[src/rtl/core/wbps_pkg.sv]
// ----------------------------------------------------------------------------
// Wildcard byte pattern scan package
// Shared constants, configuration register codes and the pattern settings
// bundle that the top level hands to the comparison stage.
// ----------------------------------------------------------------------------
package wbps_pkg;

    // Pattern bytes the configuration registers can hold.
    localparam int CFG_BYTES        = 16;
    // Width of the pattern length register.
    localparam int LEN_W            = 5;
    // Configuration write channel.
    localparam int CFG_INDEX_W      = 8;
    localparam int CFG_DATA_W       = 64;
    // Defaults for the top-level parameters.
    localparam int DEF_MAX_PATTERN  = 16;
    localparam int DEF_ADDRESS_BITS = 48;
    // Entries in the queue between the window stage and the compare stage.
    localparam int QUEUE_DEPTH      = 2;

    typedef enum logic [CFG_INDEX_W-1:0] {
        CFG_PATTERN_LOW  = 8'd0,
        CFG_PATTERN_HIGH = 8'd1,
        CFG_WILDCARD     = 8'd2,
        CFG_LENGTH       = 8'd3
    } t_cfg_reg;

    // Pattern settings as the compare stage sees them; len is already
    // clamped to the usable range.
    typedef struct packed {
        logic [CFG_BYTES*8-1:0] pattern;
        logic [CFG_BYTES-1:0]   wild;
        logic [LEN_W-1:0]       len;
    } t_pattern_cfg;

    // Length zero acts as one; anything above the window acts as the window.
    function automatic logic [LEN_W-1:0] clamp_length(input logic [LEN_W-1:0] raw,
                                                      input logic [LEN_W-1:0] limit);
        logic [LEN_W-1:0] len;
        len = raw;
        if (len == '0) begin
            len = LEN_W'(1);
        end
        if (len > limit) begin
            len = limit;
        end
        return len;
    endfunction

endpackage

[src/rtl/core/wildcard_byte_pattern_scan_core.sv]
// ----------------------------------------------------------------------------
// Wildcard byte pattern scan core
// Streaming matcher that reports the start address of every run of bytes
// matching a pattern of up to sixteen bytes with per-byte wildcards.
// ----------------------------------------------------------------------------
// Usage:
//   The slave stream carries one byte word per transfer: the byte and its
//   address in tdata, and in tuser a flag that marks the first byte of a
//   new region. Runs never straddle regions and overlapping hits are all
//   reported. The master stream carries one word per hit, holding the
//   address of the first byte of the matching run.
//   The configuration channel writes the pattern bytes, the wildcard mask
//   and the pattern length; it is always ready and must only be used while
//   no byte is in flight. Length zero acts as one, lengths above the window
//   act as the window.
//   A byte's hit reaches the master side through the queue and the output
//   register. While the receiver keeps up, one byte is taken every cycle:
//   the window stage pushes into a two-word queue, the compare stage drains
//   one word per cycle into the output register, so the sustained rate is
//   set by that register. When the receiver stalls, the output register
//   holds its word, the queue fills, and s_axis_tready falls once both
//   queue words are taken. Reset clears the byte count, the queue and the
//   output valid, sets the pattern registers to zero and the length to one.
// ----------------------------------------------------------------------------
module wildcard_byte_pattern_scan_core #(
    parameter int MAX_PATTERN  = wbps_pkg::DEF_MAX_PATTERN,
    parameter int ADDRESS_BITS = wbps_pkg::DEF_ADDRESS_BITS
) (
    input  logic                                   i_clk,
    input  logic                                   i_rst_n,
    // Byte stream in.
    input  logic                                   s_axis_tvalid,
    output logic                                   s_axis_tready,
    // data_byte, byte_address, zero fill to whole bytes.
    input  logic [((8+ADDRESS_BITS+7)/8)*8-1:0]    s_axis_tdata,
    // first_of_region.
    input  logic [0:0]                             s_axis_tuser,
    // Hit stream out.
    output logic                                   m_axis_tvalid,
    input  logic                                   m_axis_tready,
    // hit_address, zero fill to whole bytes.
    output logic [((ADDRESS_BITS+7)/8)*8-1:0]      m_axis_tdata,
    // Configuration writes.
    input  logic                                   i_cfg_valid,
    output logic                                   o_cfg_ready,
    input  logic [wbps_pkg::CFG_INDEX_W-1:0]       i_cfg_index,
    input  logic [wbps_pkg::CFG_DATA_W-1:0]        i_cfg_data
);
    import wbps_pkg::*;

    // Only as many window bytes as the pattern registers can use are kept.
    localparam int WINDOW = (MAX_PATTERN < CFG_BYTES) ? MAX_PATTERN : CFG_BYTES;
    localparam int QW     = WINDOW * 8 + ADDRESS_BITS + 1;

    logic [63:0]          r_pattern_low;
    logic [63:0]          r_pattern_high;
    logic [CFG_BYTES-1:0] r_wildcard;
    logic [LEN_W-1:0]     r_length;
    t_pattern_cfg         pattern_cfg;

    logic                    push;
    logic [QW-1:0]           push_data;
    logic                    queue_ready;
    logic                    pop;
    logic                    queue_valid;
    logic [QW-1:0]           queue_data;
    logic [ADDRESS_BITS-1:0] hit_address;

    // Configuration registers; unknown indexes are ignored.
    assign o_cfg_ready = 1'b1;

    always_ff @(posedge i_clk) begin
        if (!i_rst_n) begin
            r_pattern_low  <= '0;
            r_pattern_high <= '0;
            r_wildcard     <= '0;
            r_length       <= LEN_W'(1);
        end else if (i_cfg_valid && o_cfg_ready) begin
            unique case (i_cfg_index)
                CFG_PATTERN_LOW:  r_pattern_low  <= i_cfg_data;
                CFG_PATTERN_HIGH: r_pattern_high <= i_cfg_data;
                CFG_WILDCARD:     r_wildcard     <= i_cfg_data[CFG_BYTES-1:0];
                CFG_LENGTH:       r_length       <= i_cfg_data[LEN_W-1:0];
                default: ;
            endcase
        end
    end

    always_comb begin
        pattern_cfg.pattern = {r_pattern_high, r_pattern_low};
        pattern_cfg.wild    = r_wildcard;
        pattern_cfg.len     = clamp_length(r_length, LEN_W'(WINDOW));
    end

    wbps_front #(
        .WINDOW       (WINDOW),
        .ADDRESS_BITS (ADDRESS_BITS)
    ) u_front (
        .i_clk             (i_clk),
        .i_rst_n           (i_rst_n),
        .i_valid           (s_axis_tvalid),
        .o_ready           (s_axis_tready),
        .i_data_byte       (s_axis_tdata[7:0]),
        .i_byte_address    (s_axis_tdata[8 +: ADDRESS_BITS]),
        .i_first_of_region (s_axis_tuser[0]),
        .i_len             (pattern_cfg.len),
        .o_push            (push),
        .o_push_data       (push_data),
        .i_queue_ready     (queue_ready)
    );

    wbps_queue #(
        .WIDTH (QW)
    ) u_queue (
        .i_clk       (i_clk),
        .i_rst_n     (i_rst_n),
        .i_push      (push),
        .i_push_data (push_data),
        .o_ready     (queue_ready),
        .i_pop       (pop),
        .o_valid     (queue_valid),
        .o_data      (queue_data)
    );

    wbps_back #(
        .WINDOW       (WINDOW),
        .ADDRESS_BITS (ADDRESS_BITS)
    ) u_back (
        .i_clk         (i_clk),
        .i_rst_n       (i_rst_n),
        .i_cfg         (pattern_cfg),
        .i_q_valid     (queue_valid),
        .i_q_data      (queue_data),
        .o_q_pop       (pop),
        .o_valid       (m_axis_tvalid),
        .i_ready       (m_axis_tready),
        .o_hit_address (hit_address)
    );

    always_comb begin
        m_axis_tdata                   = '0;
        m_axis_tdata[ADDRESS_BITS-1:0] = hit_address;
    end

endmodule

[src/rtl/core/wbps_front.sv]
// ----------------------------------------------------------------------------
// Wildcard byte pattern scan: window stage
// Accepts bytes, shifts them into the window of the current region, counts
// bytes since the region start and queues a snapshot for the compare stage.
// ----------------------------------------------------------------------------
module wbps_front #(
    parameter int WINDOW       = 16,
    parameter int ADDRESS_BITS = 48
) (
    input  logic                           i_clk,
    input  logic                           i_rst_n,
    input  logic                           i_valid,
    output logic                           o_ready,
    input  logic [7:0]                     i_data_byte,
    input  logic [ADDRESS_BITS-1:0]        i_byte_address,
    input  logic                           i_first_of_region,
    input  logic [wbps_pkg::LEN_W-1:0]     i_len,
    output logic                           o_push,
    output logic [WINDOW*8+ADDRESS_BITS:0] o_push_data,
    input  logic                           i_queue_ready
);
    import wbps_pkg::*;

    localparam int CW = $clog2(WINDOW + 1);

    logic [7:0]    r_window [WINDOW];
    logic [7:0]    n_window [WINDOW];
    logic [CW-1:0] r_count;
    logic [CW-1:0] n_count;
    logic          enough;
    logic [WINDOW*8-1:0] window_flat;

    assign o_ready = i_queue_ready;
    assign o_push  = i_valid && i_queue_ready;

    // Bytes older than the region start are never compared because the
    // count limits the compare to bytes of this region, so the window needs
    // no clearing.
    always_comb begin
        n_window[0] = i_data_byte;
        for (int j = 1; j < WINDOW; j++) begin
            n_window[j] = r_window[j-1];
        end
        if (i_first_of_region) begin
            n_count = CW'(1);
        end else if (r_count == CW'(WINDOW)) begin
            n_count = r_count;
        end else begin
            n_count = r_count + CW'(1);
        end
        enough = (LEN_W'(n_count) >= i_len);
        for (int j = 0; j < WINDOW; j++) begin
            window_flat[j*8 +: 8] = n_window[j];
        end
    end

    assign o_push_data = {enough, i_byte_address, window_flat};

    always_ff @(posedge i_clk) begin
        if (o_push) begin
            for (int j = 0; j < WINDOW; j++) begin
                r_window[j] <= n_window[j];
            end
        end
    end

    always_ff @(posedge i_clk) begin
        if (!i_rst_n) begin
            r_count <= '0;
        end else if (o_push) begin
            r_count <= n_count;
        end
    end

endmodule

[src/rtl/core/wbps_queue.sv]
// ----------------------------------------------------------------------------
// Wildcard byte pattern scan: snapshot queue
// A short first-in first-out queue between the window and compare stages.
// ----------------------------------------------------------------------------
module wbps_queue #(
    parameter int WIDTH = 8
) (
    input  logic             i_clk,
    input  logic             i_rst_n,
    input  logic             i_push,
    input  logic [WIDTH-1:0] i_push_data,
    output logic             o_ready,
    input  logic             i_pop,
    output logic             o_valid,
    output logic [WIDTH-1:0] o_data
);
    import wbps_pkg::*;

    localparam int PW = (QUEUE_DEPTH > 1) ? $clog2(QUEUE_DEPTH) : 1;
    localparam int NW = $clog2(QUEUE_DEPTH + 1);

    logic [WIDTH-1:0] r_mem [QUEUE_DEPTH];
    logic [PW-1:0]    r_wr_ptr;
    logic [PW-1:0]    r_rd_ptr;
    logic [NW-1:0]    r_fill;
    logic             do_push;
    logic             do_pop;

    assign o_ready = (r_fill != NW'(QUEUE_DEPTH));
    assign o_valid = (r_fill != '0);
    assign o_data  = r_mem[r_rd_ptr];
    assign do_push = i_push && o_ready;
    assign do_pop  = i_pop && o_valid;

    always_ff @(posedge i_clk) begin
        if (do_push) begin
            r_mem[r_wr_ptr] <= i_push_data;
        end
    end

    always_ff @(posedge i_clk) begin
        if (!i_rst_n) begin
            r_wr_ptr <= '0;
            r_rd_ptr <= '0;
            r_fill   <= '0;
        end else begin
            if (do_push) begin
                r_wr_ptr <= (r_wr_ptr == PW'(QUEUE_DEPTH - 1)) ? '0 : r_wr_ptr + PW'(1);
            end
            if (do_pop) begin
                r_rd_ptr <= (r_rd_ptr == PW'(QUEUE_DEPTH - 1)) ? '0 : r_rd_ptr + PW'(1);
            end
            if (do_push && !do_pop) begin
                r_fill <= r_fill + NW'(1);
            end else if (do_pop && !do_push) begin
                r_fill <= r_fill - NW'(1);
            end
        end
    end

    a_fill_bound: assert property (@(posedge i_clk) disable iff (!i_rst_n)
        r_fill <= NW'(QUEUE_DEPTH))
        else $error("queue fill count beyond depth");

    a_fill_up: assert property (@(posedge i_clk) disable iff (!i_rst_n)
        (do_push && !do_pop) |=> (r_fill == $past(r_fill) + NW'(1)))
        else $error("queue fill did not grow on push");

    a_ptr_gap: assert property (@(posedge i_clk) disable iff (!i_rst_n)
        (r_fill == '0) |-> (r_wr_ptr == r_rd_ptr))
        else $error("empty queue with differing pointers");

endmodule

[src/rtl/core/wbps_back.sv]
// ----------------------------------------------------------------------------
// Wildcard byte pattern scan: compare stage
// Compares a queued window against the pattern and registers the start
// address of each hit in the output stage.
// ----------------------------------------------------------------------------
module wbps_back #(
    parameter int WINDOW       = 16,
    parameter int ADDRESS_BITS = 48
) (
    input  logic                           i_clk,
    input  logic                           i_rst_n,
    input  wbps_pkg::t_pattern_cfg         i_cfg,
    input  logic                           i_q_valid,
    input  logic [WINDOW*8+ADDRESS_BITS:0] i_q_data,
    output logic                           o_q_pop,
    output logic                           o_valid,
    input  logic                           i_ready,
    output logic [ADDRESS_BITS-1:0]        o_hit_address
);
    import wbps_pkg::*;

    localparam int IW = (WINDOW > 1) ? $clog2(WINDOW) : 1;

    logic [7:0]              window [WINDOW];
    logic [ADDRESS_BITS-1:0] address;
    logic                    enough;
    logic [WINDOW-1:0]       pos_ok;
    logic [LEN_W-1:0]        idx;
    logic                    match;
    logic [ADDRESS_BITS-1:0] hit;

    logic                    r_valid;
    logic [ADDRESS_BITS-1:0] r_hit;

    // Pattern byte k lines up with window entry len-1-k (entry 0 is newest).
    always_comb begin
        for (int j = 0; j < WINDOW; j++) begin
            window[j] = i_q_data[j*8 +: 8];
        end
        address = i_q_data[WINDOW*8 +: ADDRESS_BITS];
        enough  = i_q_data[WINDOW*8+ADDRESS_BITS];
        idx     = '0;
        for (int k = 0; k < WINDOW; k++) begin
            idx = i_cfg.len - LEN_W'(1) - LEN_W'(k);
            pos_ok[k] = (LEN_W'(k) >= i_cfg.len) || i_cfg.wild[k]
                        || (window[idx[IW-1:0]] == i_cfg.pattern[k*8 +: 8]);
        end
        match = enough && (&pos_ok);
        hit   = address - ADDRESS_BITS'(i_cfg.len - LEN_W'(1));
    end

    assign o_q_pop       = i_q_valid && (!r_valid || i_ready);
    assign o_valid       = r_valid;
    assign o_hit_address = r_hit;

    always_ff @(posedge i_clk) begin
        if (!i_rst_n) begin
            r_valid <= 1'b0;
        end else if (o_q_pop) begin
            r_valid <= match;
        end else if (i_ready) begin
            r_valid <= 1'b0;
        end
    end

    always_ff @(posedge i_clk) begin
        if (o_q_pop && match) begin
            r_hit <= hit;
        end
    end

endmodule
[config.mk]
export PLATFORM = sky130hd
export DESIGN_NAME = wildcard_byte_pattern_scan_core
export DESIGN_NICKNAME = d
export VERILOG_FILES = /design/src/rtl/core/wbps_pkg.sv /design/src/rtl/core/wildcard_byte_pattern_scan_core.sv /design/src/rtl/core/wbps_front.sv /design/src/rtl/core/wbps_queue.sv /design/src/rtl/core/wbps_back.sv
export SDC_FILE = /design/constraint.sdc
export NUM_CORES = 1
export LEC_CHECK = 0
export BUFFER_PORTS_ARGS = -buffer_cell sky130_fd_sc_hd__buf_4
export CORE_UTILIZATION = 60
export DETAILED_ROUTE_END_ITERATION = 12
export PLACE_DENSITY = 0.86
export SKIP_LAST_GASP = 1
export SLEW_MARGIN = 20
export SYNTH_ARGS = -nofsm -noshare
export SYNTH_HDL_FRONTEND = slang
export SYNTH_SLANG_ARGS = --single-unit
[constraint.sdc]
create_clock -name i_clk -period 16.4 [get_ports i_clk]
set_input_delay 1.64 -clock i_clk [delete_from_list [all_inputs] [get_ports i_clk]]
set_output_delay 1.64 -clock i_clk [all_outputs]
set_load 0.01 [all_outputs]
==> results of run 1 <==
kinds of logic after synthesis:
logic type | count (synthesis) | synth area share
AND/OR/NAND/NOR | 720 | 0.0905
flip-flops | 682 | 0.534
multiplexers | 489 | 0.186
AO/OA/AOI/OAI | 422 | 0.0844
XOR/XNOR | 225 | 0.0572
buffers and inverters | 189 | 0.0227
adder cells (fa/ha/maj) | 71 | 0.0253
other | 1 | 0.000106
metal layers:
metal	vias to the layer above	wire length, um	GRT usage
met1	12005	39400	0.441
li1	10707	-	-
met3	235	8230	0.0570
met4	2	4520	0.143
met2	1263	45300	0.512
met5	-	12	0
per-stage QoR:
stage	power [mW]	cells	area, um2	utilization	hold WS, ps
after floorplan	3.64	2799	35400	-	421
after global placement	4.13	3616	37300	0.644	423
after detailed placement	4.21	3616	37300	0.644	430
after CTS	5.72	3737	39400	0.681	443
after global routing	5.95	3738	39400	0.681	450
final	5.75	3740	39500	0.681	442
path summary, 6_finish.rpt:
path,depth (start not counted),startpoint,end
setup / recovery,17,r_length[4]$_SDFFE_PN0P_,u_back.o_hit_address[18]$_DFFE_PP_
hold / removal,0,u_front.r_window[1][52]$_DFFE_PP_,u_queue.r_mem[1][124]$_DFFE_PP_
setup reg to reg,17,r_length[4]$_SDFFE_PN0P_,u_back.o_hit_address[18]$_DFFE_PP_
hold reg to reg,0,u_front.r_window[1][52]$_DFFE_PP_,u_queue.r_mem[1][124]$_DFFE_PP_
Yosys cell counts (9+ instances only):
library cell,n,area share
nor2b_1,18,0.0032
ha_1,70,0.025
mux4_1,10,0.0074
a21boi_0,146,0.031
nor3_1,23,0.0033
nor2_1,58,0.0062
clkbuf_1,85,0.0090
and2_1,11,0.0019
mux4_2,116,0.074
o21ai_0,32,0.0045
nand3_1,27,0.0038
a31oi_1,31,0.0055
and3_1,31,0.0055
dfxtp_1,160,0.091
nand2_1,459,0.049
xor2_1,52,0.013
nand2b_1,15,0.0027
a221oi_1,17,0.0042
inv_1,27,0.0029
nand4_1,15,0.0027
edfxtp_1,522,0.44
buf_1,29,0.0031
a211oi_1,9,0.0019
mux2_2,56,0.018
xnor2_1,169,0.042
a21o_1,39,0.0083
mux2i_1,307,0.087
buf_2,33,0.0047
nor4_1,30,0.0053
a21oi_1,67,0.0095
state kept, by name, summed over array words and instances, names as in the netlist, named ones only:
register / cells
u_queue.r_fill: 2
r_length: 5
u_back.o_hit_address: 48
r_pattern_high: 64
u_front.r_window: 120
u_front.r_count: 5
r_wildcard: 16
u_queue.r_rd_ptr: 1
u_queue.r_wr_ptr: 1
r_pattern_low: 64
u_queue.r_mem: 354
u_back.o_valid: 1
where the power goes:
part           total [mW]  internal, mW  switching [mW]
combinational        1.97         0.774            1.19
sequential           2.26          2.17          0.0932
clock                1.53         0.875           0.652
total                5.75          3.81            1.94
worst reg2reg max path, delay by kind of cell, from the launching register on:
| kind | cells | cell delay [ps] |
|---|---|---|
| AOI/OAI and AO/OA | 3 | 750 |
| muxes | 1 | 690 |
| adders and majority gates | 2 | 860 |
| DFF | 1 | 520 |
| and+or+nand+nor | 3 | 680 |
| xor gates and xnor gates | 3 | 1360 |
| buffers and inverters | 5 | 2960 |
cell type report:
type | count | area share
flip-flops and latches | 682 | 0.479
inverters | 34 | 0.00365
repair buffers | 207 | 0.0394
clock buffers | 91 | 0.0477
multi-input cells | 1928 | 0.399
diodes | 3 | 0.000190
clock inverters | 30 | 0.00729
well taps | 765 | 0.0243
cells in the final DEF, fill, tap and decap left out, drive strengths merged, types with 16 or more instances in the layout:
cell type / instances
clkinv: 21
a21boi: 147
nand2: 459
mux4: 126
xor2: 53
o21ai: 35
nor4: 30
nor3: 24
dfxtp: 160
a221oi: 17
edfxtp: 522
nand2b: 16
buf: 207
nand3: 27
a21oi: 67
a21o: 39
a31oi: 31
and3: 31
nor2b: 18
inv: 36
nor2: 59
mux2: 56
mux2i: 307
clkbuf: 91
xnor2: 172
ha: 70
==> summary.md, run 1 <==
| Metric | Value |
|---|---|
| DRT Pass-1 Iters | 6 |
| Final Setup Violations | 0 |
| Slowest cell delay on critical path | 900 ps |
| Max-Cap Viols | 0 |
| FMAX | 121 MHz |
| Actual slew at the worst max-slew pin | 1250 ps |
| Pre-CTS WS | 8320 ps |
| Via density | 6.47 |
| Crit path max-delay family | buffers and inverters |
| Die ar. | 59900 um2 |
| Ys async rst share | 0 |
| Area occupied by multi-input gates | 15700 um2 |
| TritonCTS clock tree | built |
| Post-CTS Resized | 0 |
| CP Launch Type | register |
| Yosys cell types | 82 |
| Worst VDD drop | 0.126 mV |
| Gr usage total | 0.324 |
| Proportion of layout cells with a drive suffix above 1 | 0.174 |
| EDFF count, synth | 522 |
| Crit path max-delay cell type | xnor2_2 |
| Min Tclk post-route | 8260 ps |
| # port buffers | 183 |
| Gpl congestion | 1.00 |
| Die Ht | 245 um |
| Final hold vios | 0 |
| CTS Buf Count | 69 |
| Setup bufs post-CTS | 0 |
| Worst setup EP type | register |
| P per Cell Area | 146 nW/um2 |
| Post-DP HPWL | 69700 um |
| Congestion Overflow GR | 0 |
| Critical path type | reg -> reg |
| Crit path DAT | 8490 ps |
| Sequential-to-total area share from yosys stat | 0.534 |
| Nets | 3127 |
| Number of fillers in the final layout | 3956 |
| Clock skew | 34.1 ps |
| Ys Warns | 0 |
| Synthesized net count | 3004 |
| Flop-to-flop setup slack | 8140 ps |
| Number of global-route vias before repair | 23316 |
| CTS Hold Buffers Added | 0 |
| Layout area overhead | 11.5% |
| Avg Synthesized Cell Area | 12.6 um2 |
| CP Cell Sequence | inv_2 > o21a_2 > buf_4 > clkinv_2 > ha_1 > xnor2_4 > inv_6 > ha_1 > a31oi_1 > xnor2_2 > mux4_1 > xnor2_1 > nor4_1 > nand3_1 > a2111oi_0 > nand4_1 > inv_2 |
| Max-slew violations | 0 |
| Syn Inst Count | 2799 |
| Final Worst Setup Slack | 8140 ps |
| Reg area | 18900 um2 |
| Status | complete, no violations |
| Starting Density | 0.611 |
| Via count | 24212 |
| Leakage power | 13.5 nW |
| I/O pin count | 185 |
| Worst EP required | 16620 ps |
| Number of DRC violations after detailed routing | 0 |
| Rel. slew slack | 0.163 |
| Initial antenna violation count | 2 |
| Die W | 245 um |
| Pin count of the biggest net entering global routing | 99 |
| CP max FO | 54 |
| First-pass GRT wire length | 145000 um |
| Clk sink count | 682 |
| Core Box Area | 57900 um2 |
| Hold Crit Class | reg -> reg |
| RSZ-0062 raised after global routing | false |
| Worst path buffer plus inverter count | 5 |
| Synthesized area | 35400 um2 |
| Most common flop cell mapped by yosys | edfxtp_1 |
| Clk buf depth | 3 |
| Setup TNS | 0 ps |
| Post-route ant nets | 0 |
| H-tree Lvls | 3 |
| Routed WL per cell | 26.1 um |
| Clock transition at the registers of the reported paths | 60 ps |
| Core Rows | 88 |
| Root Driver | clkbuf_16 |
| Skew-Pair Late Insertion Delay | 620 ps |
| DR iter-0 viols | 2849 |
| Tcrit/Tclk final | 0.504 |
| Final WL | 97500 um |
| #FFs+latches synth | 682 |
Power figures use the tool's default switching activity.
==> inputs of run 2 (changes only) <==
--- a/config.mk
+++ b/config.mk
@@ -6,9 +6,9 @@
 export NUM_CORES = 1
 export LEC_CHECK = 0
 export BUFFER_PORTS_ARGS = -buffer_cell sky130_fd_sc_hd__buf_4
-export CORE_UTILIZATION = 60
+export CORE_UTILIZATION = 56
 export DETAILED_ROUTE_END_ITERATION = 12
-export PLACE_DENSITY = 0.86
+export PLACE_DENSITY = 0.85
 export SKIP_LAST_GASP = 1
 export SLEW_MARGIN = 20
 export SYNTH_ARGS = -nofsm -noshare
==> constraint.sdc (replaced) <==
create_clock -name i_clk -period 6.8 [get_ports i_clk]
set_input_delay 0.68 -clock i_clk [delete_from_list [all_inputs] [get_ports i_clk]]
set_output_delay 0.68 -clock i_clk [all_outputs]
set_load 0.01 [all_outputs]
==> summary.md, run 2 (synthesized netlist as in run 1, its figures left out) <==
| Metric | Value |
|---|---|
| Status | complete, no violations |
| Number of DRC violations after detailed routing | 0 (unchanged) |
| Clk sink count | 682 (unchanged) |
| Initial antenna violation count | 3 (+1) |
| H-tree Lvls | 3 (unchanged) |
| Clk buf depth | 3 (unchanged) |
| Area occupied by multi-input gates | 15700 um2 (about the same) |
| Actual slew at the worst max-slew pin | 1280 ps (+26.6 ps) |
| Worst VDD drop | 0.382 mV (+200%) |
| Share of power burned in registers | 0.386 (-0.007) |
| Crit path max-delay family | buffers and inverters |
| I/O pin count | 185 (unchanged) |
| Number of global-route vias before repair | 23690 (+1.6%) |
| P_sw | 4.83 mW (+150%) |
| Final Setup Violations | 0 (unchanged) |
| CP Cell Sequence | nor3_1 > o21a_2 > ha_2 > buf_4 > ha_1 > a31oi_1 > xnor2_2 > mux4_1 > xnor2_1 > nor4_1 > nand3_1 > a2111oi_0 > nand4_1 > clkinvlp_4 > buf_12 |
| Gr usage total | 0.312 (-0.0124) |
| Die W | 253 um (+3.5%) |
| Die Ht | 253 um (+3.5%) |
| Core Rows | 91 (+3.4%) |
| Antenna Cells | 0 (-3) |
| Crit path max-delay cell type | xnor2_2 |
| DRT Pass-1 Iters | 9 (+3) |
| Post-route ant nets | 0 (unchanged) |
| Routed WL per cell | 26.2 um (+0.65%) |
| Worst EP required | 7090 ps (-9530 ps) |
| Post-CTS Resized | 0 (unchanged) |
| Total chip power | 14.2 mW (+150%) |
| # port buffers | 183 (unchanged) |
| First-pass GRT wire length | 147000 um (+1.9%) |
| Core Box Area | 62100 um2 (+7.1%) |
| Congestion Overflow GR | 0 (unchanged) |
| Worst path buffer plus inverter count | 3 (-2) |
| Starting Density | 0.570 (-0.0407) |
| Crit path DAT | 6400 ps (-2090 ps) |
| CTS Buf Count | 70 (+1.4%) |
| Via density | 6.31 (-2.5%) |
| CP Launch Type | register |
| Number of fillers in the final layout | 4516 (+14%) |
| Slowest cell delay on critical path | 870 ps (-30 ps) |
| Int Power | 9.34 mW (+140%) |
| Worst setup EP type | register |
| Power share of the clock group | 0.272 (+0.007) |
| Pin count of the biggest net entering global routing | 164 (+66%) |
| Hold Crit Class | in -> reg |
| Clock transition at the registers of the reported paths | 60 ps (about the same) |
| Max-Cap Viols | 0 (unchanged) |
| Sw Ratio | 0.341 (+0.00382) |
| Flop-to-flop setup slack | 690 ps (-7450 ps) |
| Biggest register | u_queue.r_mem |
| Max-slew violations | 0 (unchanged) |
| Commonest non-fill, non-tap cells in the layout | edfxtp_1 (522), nand2_1 (459), mux2i_1 (307) |
| CTS Hold Buffers Added | 0 (unchanged) |
| Clock skew | 22.5 ps (-11.6 ps) |
| Commonest non-fill, non-tap cell in the layout | edfxtp_1 |
| Min Tclk post-route | 6110 ps (-2150 ps) |
| FMAX | 164 MHz (+35%) |
| Layout area overhead | 12.6% |
| Critical path type | reg -> reg |
| Final WL | 100000 um (+2.9%) |
| Final hold vios | 0 (unchanged) |
| RSZ-0062 raised after global routing | false |
| Setup bufs post-CTS | 0 (unchanged) |
| Setup TNS | 0 ps (unchanged) |
| P per Cell Area | 356 nW/um2 (+140%) |
| Leakage power | 13.6 nW (+0.92%) |
| Largest register FFs | 354 (unchanged) |
| Reg area | 18900 um2 (unchanged) |
| Gpl congestion | 1.06 (+5.9%) |
| DR iter-0 viols | 2648 (-7.1%) |
| TritonCTS clock tree | built |
| Rel. slew slack | 0.145 (-0.0178) |
| Post-DP HPWL | 72300 um (+3.7%) |
| Die ar. | 64200 um2 (+7.1%) |
| Skew-Pair Late Insertion Delay | 630 ps (about the same) |
| Logic pwr share | 0.342 (about the same) |
| Tcrit/Tclk final | 0.899 (+0.395) |
| Largest registers | u_queue.r_mem: 354 flops, u_front.r_window: 120 flops |
| CP max FO | 48 (-11%) |
| Root Driver | clkbuf_16 |
| Via count | 24152 (-0.25%) |
| Proportion of layout cells with a drive suffix above 1 | 0.178 (+0.00476) |
| Nets | 3140 (+0.42%) |
[run 2: changes by cell type in the layout (fill, tap and decap cells not counted), moves of 3 or more]
| cell | previous run | this run |
|---|---|---|
| buf_4 | 207 | 214 |
| clkinv_1 | 9 | 12 |
| buf_12 | 0 | 5 |
| diode_2 | 3 | 0 |
[run 2: layout make-up]
cell class	instances	share of cell area
flip-flops and latches	682	0.474
clock buffers	90	0.0477
inverters	34	0.00371
clock inverters	35	0.00980
multi-input cells	1928	0.395
well taps	837	0.0263
repair buffers	219	0.0429
[run 2: metal layers]
| layer | wire [um] | part of all wire | GRT usage | vias up |
|---|---|---|---|---|
| met3 | 8850 | 0.088 | 0.0750 | 285 |
| met5 | 13 | 0.00013 | 0 | - |
| met1 | 39900 | 0.40 | 0.407 | 11982 |
| met4 | 5210 | 0.052 | 0.149 | 2 |
| met2 | 46300 | 0.46 | 0.489 | 1135 |
| li1 | - | - | - | 10748 |
[run 2: worst register-to-register path: stages (launching register included)]
cell	delay, ps
dfxtp_1	590
nor3_1	90
o21a_2	250
ha_2	350
buf_4	600
ha_1	300
a31oi_1	80
xnor2_2	870
mux4_1	680
xnor2_1	140
nor4_1	310
nand3_1	130
a2111oi_0	530
nand4_1	370
clkinvlp_4	200
buf_12	270
[run 2: per-stage QoR]
stage | hold WS, ps | area [um2] | worst slack, ps | util | cells
CTS | 216 | 39800 | 728 | 0.641 | 3825
global placement | 425 | 37500 | 833 | 0.605 | 3700
detailed placement | 434 | 37500 | 750 | 0.605 | 3700
floorplan | 421 | 35400 | 0.623 | - | 2799
finish | 245 | 39800 | 687 | 0.642 | 3825
global route | 222 | 39800 | 385 | 0.642 | 3825
[run 2: power groups by stage]
| stage | Clock, mW | Combinational (mW) | Sequential (mW) |
|---|---|---|---|
| 6_report | 3.86 | 4.84 | 5.46 |
| 3_5_place_dp | 0 | 4.71 | 5.54 |
| 4_1_cts | 3.91 | 4.74 | 5.46 |
| 2_1_floorplan | 0 | 3.27 | 5.47 |
| 3_3_place_gp | 0 | 4.61 | 5.50 |
| 5_1_grt | 4.05 | 5.08 | 5.51 |
[run 2: path summary, 6_finish.rpt]
check | start | end | depth (start not counted)
max reg2reg | r_length[3]$_SDFFE_PN0P_ | u_back.o_hit_address[5]$_DFFE_PP_ | 15
max | r_length[3]$_SDFFE_PN0P_ | u_back.o_hit_address[5]$_DFFE_PP_ | 15
min | s_axis_tdata[14] | u_queue.r_mem[0][134]$_DFFE_PP_ | 1
min reg2reg | u_front.r_window[1][52]$_DFFE_PP_ | u_queue.r_mem[1][124]$_DFFE_PP_ | 0
